[src/design/assert_macros.svh]
// assertion macros used by the top-level design file
`ifndef ASSERT_MACROS_SVH
`define ASSERT_MACROS_SVH

`ifndef NO_ASSERTIONS

`define ASSERT_IMPLY(label, clk, rst, ante, cons) \
  label: assert property (@(posedge clk) disable iff (rst) (ante) |-> (cons)) \
    else $error("assertion failed");

`define ASSERT_NEXT(label, clk, rst, ante, cons) \
  label: assert property (@(posedge clk) disable iff (rst) (ante) |=> (cons)) \
    else $error("assertion failed");

`else

`define ASSERT_IMPLY(label, clk, rst, ante, cons)

`define ASSERT_NEXT(label, clk, rst, ante, cons)

`endif

`endif

[src/design/tlpeq_pkg.sv]
// types and constants of the three-level priority event queue
package tlpeq_pkg;

  localparam int QUEUE_DEPTH = 16;
  localparam int NUM_LEVELS  = 3;
  localparam int EVENT_W     = 32;
  localparam int PTR_W       = $clog2(QUEUE_DEPTH);
  localparam int CNT_W       = $clog2(QUEUE_DEPTH + 1);
  localparam int LVL_W       = 2;
  localparam int ADDR_W      = $clog2(NUM_LEVELS * QUEUE_DEPTH);

  typedef enum logic [1:0] {
    CMD_ADD   = 2'd0,
    CMD_POP   = 2'd1,
    CMD_CLEAR = 2'd2,
    CMD_NOP   = 2'd3
  } cmd_e;

  typedef enum logic [1:0] {
    ST_OK     = 2'd0,
    ST_FULL   = 2'd1,
    ST_BADLVL = 2'd2,
    ST_EMPTY  = 2'd3
  } status_e;

  typedef enum logic [1:0] {
    S_IDLE,
    S_EXEC,
    S_RESP
  } state_e;

  typedef struct packed {
    logic [1:0]  cmd;
    logic [31:0] event_data;
    logic [1:0]  level;
  } in_item_t;

  typedef struct packed {
    logic [31:0] out_event;
    logic [1:0]  out_level;
    logic [1:0]  status;
    logic [4:0]  high_count;
    logic [4:0]  medium_count;
    logic [4:0]  low_count;
  } result_t;

  typedef struct packed {
    logic load;
    logic exec;
  } ctrl_t;

endpackage

[src/design/tlpeq_ctrl.sv]
// controller state machine of the priority event queue
module tlpeq_ctrl (
  input  logic           clk,
  input  logic           rst,
  input  logic           start,
  output logic           busy,
  output logic           done,
  output tlpeq_pkg::ctrl_t ctrl
);
  import tlpeq_pkg::*;

  state_e state, state_next;

  always_ff @(posedge clk) begin
    if (rst) begin
      state <= S_IDLE;
    end else begin
      state <= state_next;
    end
  end

  always_comb begin
    state_next = state;
    busy       = 1'b0;
    done       = 1'b0;
    ctrl.load  = 1'b0;
    ctrl.exec  = 1'b0;
    case (state)
      S_IDLE: begin
        ctrl.load = start;
        if (start) state_next = S_EXEC;
      end
      S_EXEC: begin
        busy       = 1'b1;
        ctrl.exec  = 1'b1;
        state_next = S_RESP;
      end
      S_RESP: begin
        done      = 1'b1;
        ctrl.load = start;
        state_next = start ? S_EXEC : S_IDLE;
      end
      default: begin
        state_next = S_IDLE;
      end
    endcase
  end

endmodule

[src/design/tlpeq_datapath.sv]
// queue store, pointers, counts and result registers
module tlpeq_datapath (
  input  logic               clk,
  input  logic               rst,
  input  tlpeq_pkg::ctrl_t   ctrl,
  input  tlpeq_pkg::in_item_t item,
  output tlpeq_pkg::result_t result
);
  import tlpeq_pkg::*;

  function automatic logic [PTR_W-1:0] advance(input logic [PTR_W-1:0] p);
    logic [PTR_W-1:0] r;
    if (p == PTR_W'(QUEUE_DEPTH - 1)) r = '0;
    else r = p + 1'b1;
    return r;
  endfunction

  logic [1:0]         cmd_q;
  logic [EVENT_W-1:0] data_q;
  logic [LVL_W-1:0]   lvl_q;

  logic [PTR_W-1:0] head [NUM_LEVELS];
  logic [PTR_W-1:0] tail [NUM_LEVELS];
  logic [CNT_W-1:0] cnt  [NUM_LEVELS];

  logic [EVENT_W-1:0] mem [NUM_LEVELS * QUEUE_DEPTH];
  logic [EVENT_W-1:0] rd_data;

  logic             add_ok;
  logic             pop_found;
  logic [LVL_W-1:0] sel_lvl;
  logic [1:0]       status_c;
  logic [ADDR_W-1:0] wr_addr;
  logic [ADDR_W-1:0] rd_addr;

  logic             res_pop;
  logic [LVL_W-1:0] res_level;
  logic [1:0]       res_status;

  // command capture on transfer
  always_ff @(posedge clk) begin
    if (ctrl.load) begin
      cmd_q  <= item.cmd;
      data_q <= item.event_data;
      lvl_q  <= item.level;
    end
  end

  always_comb begin
    add_ok = 1'b0;
    if (lvl_q < LVL_W'(NUM_LEVELS)) begin
      add_ok = cnt[lvl_q] < CNT_W'(QUEUE_DEPTH);
    end
  end

  // lowest-numbered non-empty level (level 0, the high level) wins
  always_comb begin
    pop_found = 1'b0;
    sel_lvl   = '0;
    for (int q = NUM_LEVELS - 1; q >= 0; q--) begin
      if (cnt[q] != '0) begin
        pop_found = 1'b1;
        sel_lvl   = LVL_W'(q);
      end
    end
  end

  always_comb begin
    status_c = ST_OK;
    case (cmd_q)
      CMD_ADD: begin
        if (lvl_q >= LVL_W'(NUM_LEVELS)) status_c = ST_BADLVL;
        else if (!add_ok) status_c = ST_FULL;
      end
      CMD_POP: begin
        if (!pop_found) status_c = ST_EMPTY;
      end
      default: begin
        status_c = ST_OK;
      end
    endcase
  end

  always_comb begin
    wr_addr = '0;
    if (lvl_q < LVL_W'(NUM_LEVELS)) begin
      wr_addr = ADDR_W'(lvl_q) * ADDR_W'(QUEUE_DEPTH) + ADDR_W'(tail[lvl_q]);
    end
    rd_addr = ADDR_W'(sel_lvl) * ADDR_W'(QUEUE_DEPTH) + ADDR_W'(head[sel_lvl]);
  end

  always_ff @(posedge clk) begin
    if (ctrl.exec && cmd_q == CMD_ADD && add_ok) begin
      mem[wr_addr] <= data_q;
    end
    if (ctrl.exec) begin
      rd_data <= mem[rd_addr];
    end
  end

  always_ff @(posedge clk) begin
    if (rst) begin
      for (int q = 0; q < NUM_LEVELS; q++) begin
        head[q] <= '0;
        tail[q] <= '0;
        cnt[q]  <= '0;
      end
    end else if (ctrl.exec) begin
      case (cmd_q)
        CMD_ADD: begin
          if (add_ok) begin
            tail[lvl_q] <= advance(tail[lvl_q]);
            cnt[lvl_q]  <= cnt[lvl_q] + 1'b1;
          end
        end
        CMD_POP: begin
          if (pop_found) begin
            head[sel_lvl] <= advance(head[sel_lvl]);
            cnt[sel_lvl]  <= cnt[sel_lvl] - 1'b1;
          end
        end
        CMD_CLEAR: begin
          for (int q = 0; q < NUM_LEVELS; q++) begin
            head[q] <= '0;
            tail[q] <= '0;
            cnt[q]  <= '0;
          end
        end
        default: begin
        end
      endcase
    end
  end

  always_ff @(posedge clk) begin
    if (ctrl.exec) begin
      res_pop    <= (cmd_q == CMD_POP) && pop_found;
      res_level  <= ((cmd_q == CMD_POP) && pop_found) ? sel_lvl : '0;
      res_status <= status_c;
    end
  end

  always_comb begin
    result.out_event    = res_pop ? rd_data : '0;
    result.out_level    = res_level;
    result.status       = res_status;
    result.high_count   = 5'(cnt[0]);
    result.medium_count = 5'(cnt[1]);
    result.low_count    = 5'(cnt[2]);
  end

endmodule

[src/design/three_level_priority_event_queue.sv]
// top level of the three-level strict-priority event queue
// usage:
//   a command is transferred at a rising edge where start is high and busy is low.
//   item carries cmd (add, pop, clear), event_data and level.
//   every command gives exactly one result on result, marked by done for one
//   cycle; the receiver takes it at the edge that ends that cycle.
//   the command is executed in the execute state; its result is registered
//   and shown in the result state that follows. a new command may be
//   transferred in the cycle where the previous result is shown; the
//   controller takes no command in its execute state, where busy is high.
//   pop returns the head of the lowest-numbered non-empty level, or status empty.
//   add to a full queue drops the event; add at level three is ignored.
//   every result carries the three queue counts after the command.
//   reset clears pointers and counts at once; the store needs no clearing.
//   results cannot be held off, so done is a single-cycle strobe.
`include "assert_macros.svh"

module three_level_priority_event_queue (
  input  logic                clk,
  input  logic                rst,
  input  logic                start,
  input  tlpeq_pkg::in_item_t item,
  output logic                busy,
  output logic                done,
  output tlpeq_pkg::result_t  result
);
  import tlpeq_pkg::*;

  ctrl_t ctrl;
  logic  counts_in_range;
  logic  empty_result;

  tlpeq_ctrl u_ctrl (
    .clk   (clk),
    .rst   (rst),
    .start (start),
    .busy  (busy),
    .done  (done),
    .ctrl  (ctrl)
  );

  tlpeq_datapath u_datapath (
    .clk    (clk),
    .rst    (rst),
    .ctrl   (ctrl),
    .item   (item),
    .result (result)
  );

  assign counts_in_range = (result.high_count <= 5'(QUEUE_DEPTH)) &&
                           (result.medium_count <= 5'(QUEUE_DEPTH)) &&
                           (result.low_count <= 5'(QUEUE_DEPTH));
  assign empty_result    = (result.high_count == '0) && (result.medium_count == '0) &&
                           (result.low_count == '0) && (result.out_event == '0);

  `ASSERT_NEXT(a_transfer_busy, clk, rst, start && !busy, busy)
  `ASSERT_NEXT(a_busy_done, clk, rst, busy, done && !busy)
  `ASSERT_IMPLY(a_count_range, clk, rst, done, counts_in_range)
  `ASSERT_IMPLY(a_empty_counts, clk, rst, done && (result.status == ST_EMPTY), empty_result)

endmodule
[config.mk]
export PLATFORM = sky130hd
export DESIGN_NAME = three_level_priority_event_queue
export DESIGN_NICKNAME = d
export VERILOG_FILES = /design/src/design/tlpeq_pkg.sv /design/src/design/tlpeq_ctrl.sv /design/src/design/tlpeq_datapath.sv /design/src/design/three_level_priority_event_queue.sv
export VERILOG_INCLUDE_DIRS = /design/src /design/src/design
export SDC_FILE = /design/constraint.sdc
export NUM_CORES = 2
export LEC_CHECK = 0
export BUFFER_PORTS_ARGS = -buffer_cell sky130_fd_sc_hd__clkbuf_2
export CELL_PAD_IN_SITES_DETAIL_PLACEMENT = 1
export CELL_PAD_IN_SITES_GLOBAL_PLACEMENT = 2
export CORE_MARGIN = 2
export CORE_UTILIZATION = 46
export CTS_CLUSTER_DIAMETER = 150
export CTS_CLUSTER_SIZE = 16
export DETAILED_ROUTE_END_ITERATION = 10
export PLACE_DENSITY = 0.82
export SLEW_MARGIN = 15
export SYNTH_ARGS = -nofsm -noshare
export SYNTH_HDL_FRONTEND = slang
export SYNTH_HIERARCHICAL = 1
export SYNTH_SLANG_ARGS = --single-unit
[constraint.sdc]
create_clock -name clk -period 4.65 [get_ports clk]
set_clock_uncertainty 0.2 [all_clocks]
set_input_delay 0.93 -clock clk [delete_from_list [all_inputs] [get_ports clk]]
set_output_delay 0.93 -clock clk [all_outputs]
set_load 0.01 [all_outputs]
After elaboration in Yosys (flattened, before gate mapping)
Memories as Yosys holds them, arrays and structs flattened. A register that Yosys moved wholly into a read port is not among the register bits.
Index checks and enable logic that the tools add are counted.
Widths: inputs -> output; s select.
Cells by class
  equal/unequal tests: 7
  reduce and logical (&&, ||, !) cells: 13
  bitwise logic cells: 9
  multiplexer cells: 70
  order comparisons: 3
  $add $sub $neg: 6
Operator list (number)
  $mux 4: 18
  $mux 32: 1
  $mux 1: 31
  $mux 5: 5
  $mux 2: 12
  $reduce_bool 5->1: 3
  $add 6x4->6: 2
  $reduce_or 5->1: 2
  $or 1x1->1: 9
  $add 4x1->4 const B: 2
  $eq 4x4->1 const B: 2
  $reduce_or 4->1: 2
  $mux 6: 1
  $pmux 2 s3: 1
  $add 5x1->5 const B: 1
  $lt 5x5->1 const B: 1
  $sub 5x1->5 const B: 1
  $eq 2x1->1 const B: 2
  $eq 2x2->1 const B: 2
  $logic_not 2->1: 2
  $pmux 2 s2: 1
  $logic_and 1x1->1: 3
  $ge 2x2->1 const B: 1
  $lt 2x2->1 const B: 1
  2 further kinds: 2
Storage, ports and cells
  memories: 4
  bits of input ports: 39
  output and inout bits: 53
  RAM bits: 1575
  word-level logic and storage cells: 119
  register bits after elaboration: 43
Memories
  u_datapath.mem: depth 48, width 32, rd ports 1, clocked after Yosys merged registers in 1, write ports 1, RTL line tlpeq_datapath.sv:26  | logic [EVENT_W-1:0] mem [NUM_LEVELS * QUEUE_DEPTH];
  u_datapath.cnt: depth 3, width 5, rd ports 5, clocked after Yosys merged registers in 1, write ports 3, RTL line tlpeq_datapath.sv:24  | logic [CNT_W-1:0] cnt [NUM_LEVELS];
  u_datapath.head: depth 3, width 4, rd ports 1, clocked after Yosys merged registers in 0, write ports 3, RTL line tlpeq_datapath.sv:22  | logic [PTR_W-1:0] head [NUM_LEVELS];
  u_datapath.tail: depth 3, width 4, rd ports 1, clocked after Yosys merged registers in 1, write ports 3, RTL line tlpeq_datapath.sv:23  | logic [PTR_W-1:0] tail [NUM_LEVELS];

Logic depth before layout (Yosys ltp)
An unclocked memory read counts as a cell.
  depth after elaboration: 13
  mapped depth: 17
  gate-level depth less buffers: 11

Hierarchy
The synthesis kept the hierarchy.
Modules (own cells, without submodules)
  tlpeq_datapath: sequential area each 49797.8 um2, cells an instance 4482, instances 1, area an instance 65221.3 um2
  tlpeq_ctrl: sequential area each 40.0 um2, cells an instance 8, instances 1, area an instance 86.3 um2

Worst setup path before layout
No wires, ideal clock.
  path type: flip-flop to flip-flop
  start point: register (tool-made name)
  end point: memory u_datapath.mem[10][0] (enable)
  period minus slack after synthesis: 4183 ps
  data required time: 4029 ps
  arrival time: 3562 ps
  buffers on the path: 2
  setup time: 421 ps
  slack: 467 ps
  stages on the path, launching flop included: 7
  cells stage by stage: dfxtp_1 -> clkbuf_1 -> mux4_2 -> nand4bb_1 -> or3_1 -> clkbuf_1 -> nor2_1
RTL lines (RTL line)
  end, declared: tlpeq_datapath.sv:26

==> flow_summary.json <==
{
  "multiInputGateArea_mm2": 0.0146,
  "cp_max_fo": 21,
  "finalWorstSetupSlack_ns": 0.152,
  "clock_sinks": 1661,
  "synth_cell_types": 82,
  "cp_slowest_cell": "o2bb2ai_4",
  "firstDrtPassIters": 6,
  "drcViolationCount": 0,
  "slew_headroom": 0.281,
  "synth_edf_count": 1657,
  "htreeDepth": 3,
  "worst_path_most_repeated_cell": "buf_4",
  "fin_area_mm2": 0.0729,
  "ant_nets": 0,
  "synthXorXnorAreaFrac": 0.00107,
  "die_h_um": 381,
  "dp_hpwl_mm": 127,
  "fmax_ghz": 0.222,
  "holdPathStages": 1,
  "switching_share": 0.238,
  "min_to": "u_datapath/data_q[27]$_DFFE_PP_",
  "required_ns": 4.94,
  "yosys_warnings": 6,
  "startpoint_type": "register",
  "muxShareOfSynthArea": 0.0269,
  "path_cells": "or3_4, nor4_4, nor2_4, o2bb2ai_4, nand2_1, o21ai_0, nor4_1, buf_4, a311oi_1, buf_4, nand4_1",
  "hp-start": "item[29]",
  "synth_compound_area_frac": 0.0877,
  "critPathBufInv": 2,
  "synth_seq_cells": 1661,
  "cts_made_buffers": 113,
  "clk_latency_ns": 0.78,
  "finalHoldViolations": 0,
  "fin_crit_ns": 4.50,
  "netlist_instances": 4490,
  "synth-simple-area-share": 0.0994,
  "nNetsFinal": 4709,
  "yosysTopAreaCell": "edfxtp_1",
  "p_leak_nw": 23.7,
  "rrSetupSlack_ns": 0.15,
  "setup_viol": 0,
  "ys_seq_area_frac": 0.763,
  "cp_slowest_stage_delay_ns": 0.72,
  "slew_viol_final": 0,
  "final_cell_mix": "edfxtp_1, nand2_1, nor2_1, a21oi_1, buf_4",
  "synthArstFlopShare": 0,
  "reg2regPathDepth": 11,
  "critPathKind": "register to register",
  "dieArea_mm2": 0.145,
  "start_util": 0.462,
  "peakVddDrop_v": 0.000369,
  "setup.worst_path.start": "u_datapath/cnt[2][1]$_SDFFCE_PN0P_",
  "drive_gt1_frac": 0.129,
  "nFillCells": 13715,
  "cts-root-buf": "clkbuf_16",
  "max_cap_violations": 0,
  "crit_family": "simple AND/OR/NAND/NOR gates",
  "cp.arrival_ns": 4.78,
  "synth_area_leaders": "edfxtp_1, nand2_1, a21oi_1, nor2_1, mux2i_1",
  "io_pins": 92,
  "reg2reg_from": "u_datapath/cnt[2][1]$_SDFFCE_PN0P_",
  "cts_tree": "done",
  "die_w_um": 381,
  "p_comb_frac": 0.089,
  "grt_pass1_wl_mm": 303,
  "grt.overflow.total": 0,
  "synth.top_cell.area_share": 0.762,
  "rsz0062_at_grt": "false",
  "gp_congestion": 0.829,
  "synth_top_family_by_area": "simple AND/OR/NAND/NOR gates",
  "end_kind": "register",
  "postCtsHoldBufs": 0,
  "pwr-share-seq": 0.586,
  "cts.path.max_buffers": 3,
  "placed_area_mm2": 0.0699,
  "status": "finished, final reports clean",
  "regArea_mm2": 0.0498,
  "p_clk_frac": 0.325,
  "power_density_mw_per_mm2": 389,
  "period_share": 0.967,
  "grt_max_degree": 112,
  "worst_hold_slack_ns": 0.129,
  "track_usage": 0.288,
  "hold_class": "input pin to register",
  "layout_commonest_cell": "edfxtp_1",
  "r2r-end": "u_datapath/rd_data[31]$_DFFE_PP_",
  "synthFlopType": "edfxtp_1",
  "vias_per_cell": 6.34,
  "antenna_found_initial": 10,
  "path_clk_slew_ns": 0.08,
  "internal-power_w": 0.0216,
  "rows": 138,
  "post-place-ws_ns": 0.00588,
  "worst_pin_slew_ns": 1.08,
  "syn_area_mm2": 0.0653,
  "drtIter0Drc": 5344,
  "area_delta_synth_final_pct": 11.6,
  "setup_tns_ns": 0,
  "post-cts-setup-buffers": 0,
  "grt_pass1_vias": 42813,
  "yosys.area_share.adder": 0.00153,
  "total_power_w": 0.0284,
  "vias": 41681,
  "wl_mm": 211,
  "post_drt_wl_per_cell_um": 32.2,
  "portBuffers": 91,
  "power_switching_w": 0.00676,
  "core_mm2": 0.141,
  "avgSynthCellArea_um2": 14.5
}
layout make-up:
class,count,area share
repair buffers,327,0.0411
multi-input cells,2540,0.201
flip-flops and latches,1661,0.684
well taps,1890,0.0325
inverters,19,0.00125
clock inverters,6,0.00118
clock buffers,122,0.0393
diodes,8,0.000275
cells in the mapped netlist (all sizes together) (58+ instances only):
cell type,n
nand2,757
a31oi,80
edfxtp,1657
buf,152
clkbuf,121
a21oi,251
o21ai,137
nand3,152
a22oi,73
mux2,58
and3,75
o22ai,75
nor2,336
mux2i,90
registers in the layout, indices dropped and copies added, names as in the netlist, named ones only:
register               flops
u_datapath/data_q         32
u_datapath/lvl_q           2
u_datapath/cmd_q           2
u_datapath/tail           16
u_datapath/res_level       2
u_datapath/res_pop         1
u_datapath/mem          1536
u_datapath/cnt            20
u_ctrl/state               2
u_datapath/res_status      2
u_datapath/rd_data        32
u_datapath/head           12
through the flow:
stage	utilization	cells
after floorplan	-	4493
after global placement	0.495	6436
after detailed placement	0.495	6436
after CTS	0.515	6564
after global routing	0.516	6565
final	0.516	6573
how the worst max path moves through the flow:
stage	endpoint	slack, ns	cells past startpoint
2_1_floorplan	u_datapath/mem[10][0]$_DFFE_PP_	0.47	6
3_3_place_gp	u_datapath/rd_data[20]$_DFFE_PP_	0.16	10
3_5_place_dp	u_datapath/rd_data[2]$_DFFE_PP_	0.006	12
4_1_cts	u_datapath/rd_data[20]$_DFFE_PP_	0.07	10
5_1_grt	u_datapath/rd_data[31]$_DFFE_PP_	0.006	11
6_report	u_datapath/rd_data[31]$_DFFE_PP_	0.15	11
metal layers:
metal	routed length (um)	GRT usage
met1	83300	0.393
met2	101000	0.465
met3	19200	0.0487
met4	7590	0.106
met5	55	0
kinds of logic (layout without fill, tap and decap cells):
group,Yosys count,after routing
simple gates,1494,1494
other cells,1,12
compound gates,869,869
buf+inv,292,474
flops,1661,1661
mux,157,157
fa+ha+maj,8,8
xor+xnor,8,8
power by group through the flow:
stage / Clock, W / Sequential, W / Combinational, W
after floorplan: 0 / 0.0170 / 0.00131
after global placement: 0 / 0.0170 / 0.00240
after detailed placement: 0 / 0.0170 / 0.00249
after CTS: 0.00934 / 0.0166 / 0.00250
after global routing: 0.00980 / 0.0166 / 0.00268
final: 0.00921 / 0.0166 / 0.00254
what timing repair did:
action	4_1_cts	5_1_grt
hold endpoints to repair	0	0
pin swaps	0	0
gates resized for setup	1	4
endpoints found under the setup margin	1	22
Note: power is estimated with default switching activity, not from simulation.
